**config.mk**
```make
export PLATFORM = sky130hd
export DESIGN_NAME = bms_uart_frame_decoder
export DESIGN_NICKNAME = d
export VERILOG_FILES = /design/src/sv/bufd_pkg.sv /design/src/sv/bufd_queue.sv /design/src/sv/bufd_front.sv /design/src/sv/bufd_back.sv /design/src/sv/bms_uart_frame_decoder.sv
export SDC_FILE = /design/constraint.sdc
export NUM_CORES = 1
export LEC_CHECK = 0
export BUFFER_PORTS_ARGS = -buffer_cell sky130_fd_sc_hd__clkbuf_2
export CAP_MARGIN = 20
export CORE_MARGIN = 2
export CORE_UTILIZATION = 60
export DETAILED_ROUTE_END_ITERATION = 12
export PLACE_DENSITY = 0.77
export SYNTH_ARGS = -nofsm -noshare
export SYNTH_HDL_FRONTEND = slang
export SYNTH_SLANG_ARGS = --single-unit
```
**constraint.sdc**
```tcl
create_clock -name clock -period 8.6 [get_ports clock]
set_clock_uncertainty 0.05 [all_clocks]
set_input_delay 1.72 -clock clock [delete_from_list [all_inputs] [get_ports clock]]
set_output_delay 1.72 -clock clock [all_outputs]
set_load 0.1 [all_outputs]
```
**src/sv/bufd_pkg.sv**
```systemverilog
// ----------------------------------------------------------------------------
// bufd_pkg
// Types, codes and constants shared by the frame decoder modules.
// ----------------------------------------------------------------------------
package bufd_pkg;

   localparam logic [7:0]  START_BYTE = 8'hDD;
   localparam logic [7:0]  STOP_BYTE  = 8'h77;
   localparam logic [7:0]  TYPE_BASIC = 8'h03;
   localparam logic [7:0]  TYPE_CELLS = 8'h04;
   localparam logic [7:0]  TYPE_FET   = 8'hE1;
   localparam logic [15:0] CELL_START = 16'd5000;
   localparam logic [7:0]  FET_INDEX  = 8'd20;
   localparam logic [7:0]  TEMP_INDEX = 8'd23;

   localparam int CELL_COUNT    = 4;   // 1 .. 16
   localparam int SENSOR_COUNT  = 2;   // 1 .. 2
   localparam int QUEUE_DEPTH   = 4;

   typedef enum logic [2:0] {
      PH_HUNT,
      PH_TYPE,
      PH_STATUS,
      PH_LEN,
      PH_DATA,
      PH_SUMHI,
      PH_SUMLO,
      PH_STOP
   } phase_type;

   typedef enum logic [2:0] {
      OUT_BASIC     = 3'd0,
      OUT_CELLS     = 3'd1,
      OUT_FET       = 3'd2,
      OUT_UNKNOWN   = 3'd3,
      OUT_STOP_ERR  = 3'd4,
      OUT_SUM_ERR   = 3'd5
   } outcome_type;

   typedef enum logic [2:0] {
      CMD_CLEAR,
      CMD_VOLT,
      CMD_CURR,
      CMD_TEMP1,
      CMD_TEMP2,
      CMD_FET,
      CMD_CELL,
      CMD_STOP
   } cmd_kind_type;

   // one queued request from the parser to the result side
   typedef struct packed {
      cmd_kind_type kind;
      logic [15:0]  word;        // captured word; low byte alone for CMD_FET
      logic [7:0]   frame_type;
      logic         stop_ok;
      logic         sum_ok;
   } cmd_type;

   typedef struct packed {
      logic [15:0]        cell_spread_mv;
      logic [15:0]        cell_max_mv;
      logic [12:0]        cell_min_mv;
      logic [15:0]        temp_second;
      logic [15:0]        temp_first;
      logic               discharge_on;
      logic               charge_on;
      logic [7:0]         fet_state;
      logic signed [15:0] pack_current;
      logic [15:0]        pack_voltage;
      logic [7:0]         frame_type;
      outcome_type        outcome;
   } result_type;

endpackage

```
**src/sv/bufd_queue.sv**
```systemverilog
// ----------------------------------------------------------------------------
// bufd_queue
// Small first-in first-out queue of parser requests.
// ----------------------------------------------------------------------------
module bufd_queue
   import bufd_pkg::*;
#(
   parameter int DEPTH = QUEUE_DEPTH
) (
   input  logic    clock,
   input  logic    reset,
   input  logic    push,
   input  cmd_type push_data,
   output logic    in_ready,
   input  logic    pop,
   output logic    out_valid,
   output cmd_type out_data
);

   localparam int PTR_W = (DEPTH > 1) ? $clog2(DEPTH) : 1;
   localparam int CNT_W = $clog2(DEPTH + 1);

   cmd_type            slot_ff [DEPTH];
   logic [PTR_W-1:0]   wr_ff, wr_in;
   logic [PTR_W-1:0]   rd_ff, rd_in;
   logic [CNT_W-1:0]   count_ff, count_in;
   logic               do_push, do_pop;

   assign in_ready  = (count_ff != CNT_W'(DEPTH));
   assign out_valid = (count_ff != '0);
   assign out_data  = slot_ff[rd_ff];
   assign do_push   = push && in_ready;
   assign do_pop    = pop && out_valid;

   always_comb begin
      wr_in    = wr_ff;
      rd_in    = rd_ff;
      count_in = count_ff;
      if (do_push) begin
         wr_in = (wr_ff == PTR_W'(DEPTH - 1)) ? '0 : wr_ff + 1'b1;
      end
      if (do_pop) begin
         rd_in = (rd_ff == PTR_W'(DEPTH - 1)) ? '0 : rd_ff + 1'b1;
      end
      if (do_push && !do_pop) begin
         count_in = count_ff + 1'b1;
      end else if (do_pop && !do_push) begin
         count_in = count_ff - 1'b1;
      end
   end

   always_ff @(posedge clock) begin
      if (reset) begin
         wr_ff    <= '0;
         rd_ff    <= '0;
         count_ff <= '0;
      end else begin
         wr_ff    <= wr_in;
         rd_ff    <= rd_in;
         count_ff <= count_in;
      end
   end

   always_ff @(posedge clock) begin
      if (do_push) begin
         slot_ff[wr_ff] <= push_data;
      end
   end

endmodule

```
**src/sv/bufd_front.sv**
```systemverilog
// ----------------------------------------------------------------------------
// bufd_front
// Frame parser: tracks the frame phase and checksum, turns bytes into requests.
// ----------------------------------------------------------------------------
module bufd_front
   import bufd_pkg::*;
(
   input  logic       clock,
   input  logic       reset,
   input  logic       byte_valid,
   input  logic [7:0] rx_byte,
   output logic       cmd_valid,
   output cmd_type    cmd
);

   localparam logic [7:0] CELL_LIMIT = 8'(2 * CELL_COUNT);

   phase_type   phase_ff, phase_in;
   logic [7:0]  type_ff;
   logic [7:0]  len_ff;
   logic [7:0]  index_ff;
   logic [7:0]  index_next;
   logic [15:0] sum_ff;
   logic [7:0]  sum_hi_ff;
   logic [7:0]  pend_ff;

   assign index_next = index_ff + 1'b1;

   // next phase
   always_comb begin
      phase_in = phase_ff;
      if (byte_valid) begin
         unique case (phase_ff)
            PH_HUNT:   phase_in = (rx_byte == START_BYTE) ? PH_TYPE : PH_HUNT;
            PH_TYPE:   phase_in = PH_STATUS;
            PH_STATUS: phase_in = PH_LEN;
            PH_LEN:    phase_in = (rx_byte == 8'd0) ? PH_SUMHI : PH_DATA;
            PH_DATA:   phase_in = (index_next == len_ff) ? PH_SUMHI : PH_DATA;
            PH_SUMHI:  phase_in = PH_SUMLO;
            PH_SUMLO:  phase_in = PH_STOP;
            PH_STOP:   phase_in = PH_HUNT;
            default:   phase_in = PH_HUNT;
         endcase
      end
   end

   // request generation
   always_comb begin
      cmd_valid      = 1'b0;
      cmd.kind       = CMD_CLEAR;
      cmd.word       = {pend_ff, rx_byte};
      cmd.frame_type = type_ff;
      cmd.stop_ok    = (rx_byte == STOP_BYTE);
      cmd.sum_ok     = (sum_ff == 16'd0);
      unique case (phase_ff)
         PH_HUNT: begin
            cmd_valid = byte_valid && (rx_byte == START_BYTE);
         end
         PH_DATA: begin
            priority if (type_ff == TYPE_BASIC) begin
               priority if (index_ff == 8'd1) begin
                  cmd_valid = byte_valid;
                  cmd.kind  = CMD_VOLT;
               end else if (index_ff == 8'd3) begin
                  cmd_valid = byte_valid;
                  cmd.kind  = CMD_CURR;
               end else if (index_ff == FET_INDEX) begin
                  cmd_valid = byte_valid;
                  cmd.kind  = CMD_FET;
               end else if (index_ff == TEMP_INDEX + 8'd1) begin
                  cmd_valid = byte_valid;
                  cmd.kind  = CMD_TEMP1;
               end else if (index_ff == TEMP_INDEX + 8'd3 && SENSOR_COUNT >= 2) begin
                  cmd_valid = byte_valid;
                  cmd.kind  = CMD_TEMP2;
               end else begin
                  cmd_valid = 1'b0;
               end
            end else if (type_ff == TYPE_CELLS) begin
               cmd_valid = byte_valid && index_ff[0] && (index_ff < CELL_LIMIT);
               cmd.kind  = CMD_CELL;
            end else if (type_ff == TYPE_FET) begin
               cmd_valid = byte_valid && (index_ff == 8'd1);
               cmd.kind  = CMD_FET;
            end else begin
               cmd_valid = 1'b0;
            end
         end
         PH_STOP: begin
            cmd_valid = byte_valid;
            cmd.kind  = CMD_STOP;
         end
         default: begin
            cmd_valid = 1'b0;
         end
      endcase
   end

   always_ff @(posedge clock) begin
      if (reset) begin
         phase_ff <= PH_HUNT;
      end else begin
         phase_ff <= phase_in;
      end
   end

   // frame bookkeeping; checksum, index and pending byte are set again at the start byte
   always_ff @(posedge clock) begin
      if (reset) begin
         type_ff   <= '0;
         len_ff    <= '0;
         index_ff  <= '0;
         sum_ff    <= '0;
         sum_hi_ff <= '0;
         pend_ff   <= '0;
      end else if (byte_valid) begin
         unique case (phase_ff)
            PH_HUNT: begin
               if (rx_byte == START_BYTE) begin
                  sum_ff   <= '0;
                  index_ff <= '0;
                  pend_ff  <= '0;
               end
            end
            PH_TYPE: begin
               type_ff <= rx_byte;
            end
            PH_STATUS: begin
               sum_ff <= sum_ff - {8'd0, rx_byte};
            end
            PH_LEN: begin
               sum_ff   <= sum_ff - {8'd0, rx_byte};
               len_ff   <= rx_byte;
               index_ff <= '0;
            end
            PH_DATA: begin
               sum_ff   <= sum_ff - {8'd0, rx_byte};
               pend_ff  <= rx_byte;
               index_ff <= index_next;
            end
            PH_SUMHI: begin
               sum_hi_ff <= rx_byte;
            end
            PH_SUMLO: begin
               // zero exactly when the checksum matches
               sum_ff <= sum_ff ^ {sum_hi_ff, rx_byte};
            end
            default: begin
               sum_ff <= sum_ff;
            end
         endcase
      end
   end

endmodule

```
**src/sv/bufd_back.sv**
```systemverilog
// ----------------------------------------------------------------------------
// bufd_back
// Result side: applies captures and builds one registered result per frame.
// ----------------------------------------------------------------------------
module bufd_back
   import bufd_pkg::*;
(
   input  logic       clock,
   input  logic       reset,
   input  logic       cmd_valid,
   input  cmd_type    cmd,
   output logic       cmd_ready,
   output logic       rsp_valid,
   input  logic       rsp_ready,
   output result_type rsp
);

   logic [15:0] word_ff [4];
   logic [7:0]  fet_ff;
   logic [15:0] low_ff;
   logic [15:0] high_ff;
   logic        rsp_valid_ff, rsp_valid_in;
   result_type  rsp_ff, rsp_in;
   logic        slot_free;
   logic        take;
   logic        emit;

   assign slot_free = !rsp_valid_ff || rsp_ready;
   assign cmd_ready = (cmd.kind != CMD_STOP) || slot_free;
   assign take      = cmd_valid && cmd_ready;
   assign emit      = take && (cmd.kind == CMD_STOP);
   assign rsp_valid = rsp_valid_ff;
   assign rsp       = rsp_ff;

   always_comb begin
      rsp_valid_in = rsp_valid_ff;
      if (emit) begin
         rsp_valid_in = 1'b1;
      end else if (rsp_ready) begin
         rsp_valid_in = 1'b0;
      end
   end

   // result assembly; fields that do not belong to the outcome stay zero
   always_comb begin
      rsp_in            = '0;
      rsp_in.frame_type = cmd.frame_type;
      priority if (!cmd.stop_ok) begin
         rsp_in.outcome = OUT_STOP_ERR;
      end else if (!cmd.sum_ok) begin
         rsp_in.outcome = OUT_SUM_ERR;
      end else if (cmd.frame_type == TYPE_BASIC) begin
         rsp_in.outcome      = OUT_BASIC;
         rsp_in.pack_voltage = word_ff[0];
         rsp_in.pack_current = word_ff[1];
         rsp_in.fet_state    = fet_ff;
         rsp_in.charge_on    = fet_ff[0];
         rsp_in.discharge_on = fet_ff[1];
         rsp_in.temp_first   = word_ff[2];
         rsp_in.temp_second  = word_ff[3];
      end else if (cmd.frame_type == TYPE_CELLS) begin
         rsp_in.outcome        = OUT_CELLS;
         rsp_in.cell_min_mv    = low_ff[12:0];
         rsp_in.cell_max_mv    = high_ff;
         rsp_in.cell_spread_mv = (high_ff >= low_ff) ? high_ff - low_ff : 16'd0;
      end else if (cmd.frame_type == TYPE_FET) begin
         rsp_in.outcome      = OUT_FET;
         rsp_in.fet_state    = fet_ff;
         rsp_in.charge_on    = fet_ff[0];
         rsp_in.discharge_on = fet_ff[1];
      end else begin
         rsp_in.outcome = OUT_UNKNOWN;
      end
   end

   always_ff @(posedge clock) begin
      if (reset) begin
         rsp_valid_ff <= 1'b0;
      end else begin
         rsp_valid_ff <= rsp_valid_in;
      end
   end

   always_ff @(posedge clock) begin
      if (emit) begin
         rsp_ff <= rsp_in;
      end
   end

   always_ff @(posedge clock) begin
      if (reset) begin
         word_ff <= '{default: '0};
         fet_ff  <= '0;
         low_ff  <= CELL_START;
         high_ff <= '0;
      end else if (take) begin
         unique case (cmd.kind)
            CMD_CLEAR: begin
               word_ff <= '{default: '0};
               fet_ff  <= '0;
               low_ff  <= CELL_START;
               high_ff <= '0;
            end
            CMD_VOLT:  word_ff[0] <= cmd.word;
            CMD_CURR:  word_ff[1] <= cmd.word;
            CMD_TEMP1: word_ff[2] <= cmd.word;
            CMD_TEMP2: word_ff[3] <= cmd.word;
            CMD_FET:   fet_ff     <= cmd.word[7:0];
            CMD_CELL: begin
               if (cmd.word < low_ff) begin
                  low_ff <= cmd.word;
               end
               if (cmd.word > high_ff) begin
                  high_ff <= cmd.word;
               end
            end
            CMD_STOP: begin
               fet_ff <= fet_ff;
            end
            default: begin
               fet_ff <= fet_ff;
            end
         endcase
      end
   end

endmodule

```
**src/sv/bms_uart_frame_decoder.sv**
```systemverilog
// ----------------------------------------------------------------------------
// bms_uart_frame_decoder
// Decodes battery-monitor reply frames from a received byte stream.
//
//   channel  direction  payload                               carries
//   req_     in         tdata[7:0] rx_byte                    one received byte
//   rsp_     out        tuser outcome, tdata decoded fields   one result per frame
//
// Flow: one byte per cycle while the queue has room; a stop byte's request
//   leaves the request queue once nothing is ahead of it, then its result is registered.
// The parser judges framing and checksum; the result side captures fields.
// Reset: synchronous, clears phase, queue and output valid; no clearing pass.
// Stalls: while rsp_tready is low, requests collect in the queue and
//   req_tready drops only once the queue is full.
// ----------------------------------------------------------------------------
module bms_uart_frame_decoder
   import bufd_pkg::*;
#(
   parameter int QUEUE_DEPTH_P = QUEUE_DEPTH
) (
   input  logic         clock,
   input  logic         reset,
   input  logic         req_tvalid,
   output logic         req_tready,
   input  logic [7:0]   req_tdata,   // [7:0] rx_byte
   output logic         rsp_tvalid,
   input  logic         rsp_tready,
   // [7:0] frame_type, [23:8] pack_voltage, [39:24] pack_current,
   // [47:40] fet_state, [48] charge_on, [49] discharge_on,
   // [65:50] temp_first, [81:66] temp_second, [94:82] cell_min_mv,
   // [110:95] cell_max_mv, [126:111] cell_spread_mv, [127] zero
   output logic [127:0] rsp_tdata,
   output logic [2:0]   rsp_tuser    // [2:0] outcome
);

   logic       byte_valid;
   logic       front_valid;
   cmd_type    front_cmd;
   logic       queue_valid;
   cmd_type    queue_cmd;
   logic       back_ready;
   result_type result;

   // accept a byte whenever the queue can take a request
   assign byte_valid = req_tvalid && req_tready;

   bufd_front u_front (
      .clock     (clock),
      .reset     (reset),
      .byte_valid(byte_valid),
      .rx_byte   (req_tdata),
      .cmd_valid (front_valid),
      .cmd       (front_cmd)
   );

   bufd_queue #(
      .DEPTH(QUEUE_DEPTH_P)
   ) u_queue (
      .clock    (clock),
      .reset    (reset),
      .push     (front_valid),
      .push_data(front_cmd),
      .in_ready (req_tready),
      .pop      (back_ready),
      .out_valid(queue_valid),
      .out_data (queue_cmd)
   );

   bufd_back u_back (
      .clock    (clock),
      .reset    (reset),
      .cmd_valid(queue_valid),
      .cmd      (queue_cmd),
      .cmd_ready(back_ready),
      .rsp_valid(rsp_tvalid),
      .rsp_ready(rsp_tready),
      .rsp      (result)
   );

   // pack the result, first field in the lowest bits
   assign rsp_tuser = result.outcome;
   assign rsp_tdata = {1'b0,
                       result.cell_spread_mv,
                       result.cell_max_mv,
                       result.cell_min_mv,
                       result.temp_second,
                       result.temp_first,
                       result.discharge_on,
                       result.charge_on,
                       result.fet_state,
                       result.pack_current,
                       result.pack_voltage,
                       result.frame_type};

endmodule

```
==> parameters.txt <==
Parameter                              Value

STA
  # setup viols final ... 0
  Crit path time final ... 4270 ps
  Final max-slew violation count ... 0
  Final Cycle Share ... 49.7%
  Worst rel slew slack ... 26.2%
  Aggregate negative setup slack ... 0 ps
  RSZ-0062 raised after global routing ... false
  Achievable frequency ... 0.234 GHz
  Hold slack final ... 399 ps
  Final hold vios ... 0
  Slew of the pin with the lowest slew margin ... 1100 ps

Synth
  Largest cells by area after synthesis ... edfxtp_1, dfxtp_1, ha_1, nor2_1, mux4_2
  Syn avg cell area ... 11.6 um^2
  Area share of the largest cell type after synthesis ... 39.6%
  Synthesized Nets ... 1676
  Number of flip-flops and latches in the synthesized netlist ... 417
  Dominant register cell in the synthesized netlist ... edfxtp_1
  Syn Std Cell Area ... 18500 um^2
  Proportion of register bits with asynchronous set or reset after synthesis ... 0%
  Synthesis warning total ... 0
  Unique cell type count in the Yosys netlist ... 78
  Most frequent cell after synthesis ... edfxtp_1
  Number of enable-type register cells in the synthesized netlist ... 244
  Share of synthesized area occupied by flip-flops and latches ... 58.3%
  Cells after synthesis ... 1596
  Synth top cells by count ... edfxtp_1, nor2_1, dfxtp_1
  Post-synth top area cell ... edfxtp_1

Clocking
  Total clock sinks ... 417
  Clock transition time at the flip-flop clock pins of the worst setup and hold paths ... 60 ps
  Clock Root Buffer ... clkbuf_16
  Total clock buffers created by CTS ... 42
  Clock latency at the later pin of the worst-skew pair ... 550 ps
  H-Tree Level Count ... 2
  Clock tree from TritonCTS ... done
  Hold buffer count at cts ... 0
  Quantity of gates resized following cts ... 0
  Maximum count of clock buffers along a single path ... 3
  # Post-CTS Setup Buffers ... 0

GRT
  Global-route wire length before repair ... 68.4 mm
  GRT Total Usage ... 26.4%
  Number of global-route vias before repair ... 12596
  Sum of overflow across all layers after global routing ... 0
  Maximum number of pins on one net before global-route repair ... 87
  Initial antenna violation count ... 0

Route
  1st-iter DRT viols ... 1303
  Total Wirelength ... 43.1 mm
  Wire length per cell after detailed routing ... 20.1 um
  Routed vias ... 13039
  Post-DRT Antenna Nets ... 0
  Via density ... 6.09
  TritonRoute pass-1 iters ... 5
  Drt drc ... 0

Placed design
  Detailed Place HPWL ... 27.7 mm
  Port-buffer cells ... 143
  Final weighted congestion in routability-driven placement ... 0.898

Setup path
  CP Cell Sequence ... clkbuf_2 -> and3_1 -> nand3_1 -> o211ai_1 -> ha_1 -> inv_1 -> fa_1 -> xor2_1 -> or3_1 -> a21oi_1
  Critical Path Sink Type ... register
  Required time at the worst-slack endpoint ... 9020 ps
  Slowest stage cell, crit path ... o211ai_1
  Critical path's largest stage delay ... 630 ps
  Critical setup path kind ... input port to register
  Kind of launch point of the worst setup path ... input port
  Peak fanout along the critical path ... 16
  Critical path data arrival time ... 4690 ps
  Worst R2R Setup Slack ... 4430 ps

Floorplan
  Die Ht ... 180 um
  Die Area ... 32300 um^2
  I/O pin cnt ... 145
  Starting density of the core ... 60.7%
  Num rows ... 64
  Core area ... 30500 um^2
  Die W ... 180 um

Finish
  Net count reported at finish ... 1793
  P&R area growth vs syn ... 13.2%
  Antenna diodes ... 0
  Share of cells above drive strength 1 ... 16.8%

Flow run
  Max-capacitance violation count ... 0

Outcome
  Outcome ... finished clean

Min path
  HP Class ... register to register

Power and ir drop
  Areal power density over the cells ... 256 nW/um^2
  Static Leak ... 0.00814 uW
  IR drop worst, VDD ... 0.202 mV
[registers in the layout, summed over array words and instances, names as in the netlist, 8 cells and up, named ones only]
register	cells
u_front.sum_hi_ff	8
u_queue.slot_ff	116
u_back.high_ff	16
u_back.rsp	128
u_front.sum_ff	16
u_front.type_ff	8
u_back.fet_ff	8
u_front.pend_ff	8
u_back.word_ff	64
u_front.len_ff	8
u_back.low_ff	16
u_front.index_ff	8
[cell families after synthesis]
group / count (synthesis) / share of synthesized area (%)
adders and majority gates: 68 / 4.72
xor gates and xnor gates: 23 / 1.09
AOI/OAI and AO/OA: 291 / 10.6
and+or+nand+nor: 567 / 15.5
buffers and inverters: 147 / 3.31
muxes: 82 / 6.46
other: 1 / 0.0203
DFF: 417 / 58.3
[critical path: cells and delay by family]
family / cells / cell delay [ps]
buffers and inverters: 2 / 200
XOR/XNOR: 1 / 170
AO/OA/AOI/OAI: 2 / 780
adder cells (fa/ha/maj): 2 / 780
AND/OR/NAND/NOR: 3 / 1030
[area by class of cell]
type / instances / area, um^2
Clock buffer: 61 / 1240
Clock inverter: 15 / 234
Fill cell: 2145 / 9560
Inverter: 60 / 225
Multi-Input combinational cell: 1032 / 7110
Sequential cell: 417 / 10800
Tap cell: 396 / 495
Timing Repair Buffer: 160 / 846
[final timing paths]
kind                                 endpoint  cells after the start                            from
min reg2reg    u_back.word_ff[4]$_SDFFE_PP0P_                      2  u_back.word_ff[4]$_SDFFE_PP0P_
max reg2reg           u_back.rsp[9]$_DFFE_PP_                      7                        register
min            u_back.word_ff[4]$_SDFFE_PP0P_                      2  u_back.word_ff[4]$_SDFFE_PP0P_
max          u_queue.count_ff[2]$_SDFFE_PP0P_                     10                      req_tvalid
[power breakdown]
group / total [uW] / leakage (uW) / switching (uW) / internal [uW]
combinational: 1220 / 0.00344 / 885 / 335
clock: 1930 / 0.000715 / 768 / 1160
sequential: 2210 / 0.00398 / 41.4 / 2170
total: 5360 / 0.00814 / 1690 / 3660
[metrics by stage]
stage | utilization, % | std cells | area [um^2] | setup WS, ps | total power [uW]
after floorplan | - | 1596 | 18500 | 618 | 3160
after global placement | 63.8 | 2063 | 19500 | 4090 | 3410
after detailed placement | 63.8 | 2064 | 19500 | 3930 | 3440
after CTS | 68.6 | 2140 | 20900 | 4350 | 5360
after global routing | 68.7 | 2141 | 20900 | 4120 | 5530
final | 68.7 | 2141 | 20900 | 4330 | 5360
[per-layer routing]
layer  routed length, um  track usage [%]  part of all wire (%)
met1               17600             35.3                    41
met5                   0                0                     0
met3                3210             5.09                   7.4
met2               20800             42.9                    48
met4                1450             10.1                   3.4
[layout by cell type (no fill, tap or decap), drive strengths merged, types with 5 or more instances in the layout]
master	synthesis	routed
or3	11	11
bufinv	0	5
xnor2	10	10
ha	65	65
nand4	7	7
a22oi	43	43
nor4	8	8
and4	6	6
o21ai	40	40
nor2b	12	12
o21a	8	8
xor2	13	13
nand3	65	65
clkbuf	62	203
clkinv	0	5
edfxtp	244	244
and2	83	83
nand3b	14	14
and3	12	12
mux2i	52	52
o211ai	10	10
a221oi	5	5
nand2	82	82
nor2	187	187
a21oi	105	105
buf	25	18
nor3	22	22
o221ai	6	6
nand2b	36	36
a21o	12	12
dfxtp	173	173
inv	60	63
o31ai	6	6
mux4	30	30
a211oi	19	19
No activity file was read; power rests on OpenSTA's default activity.
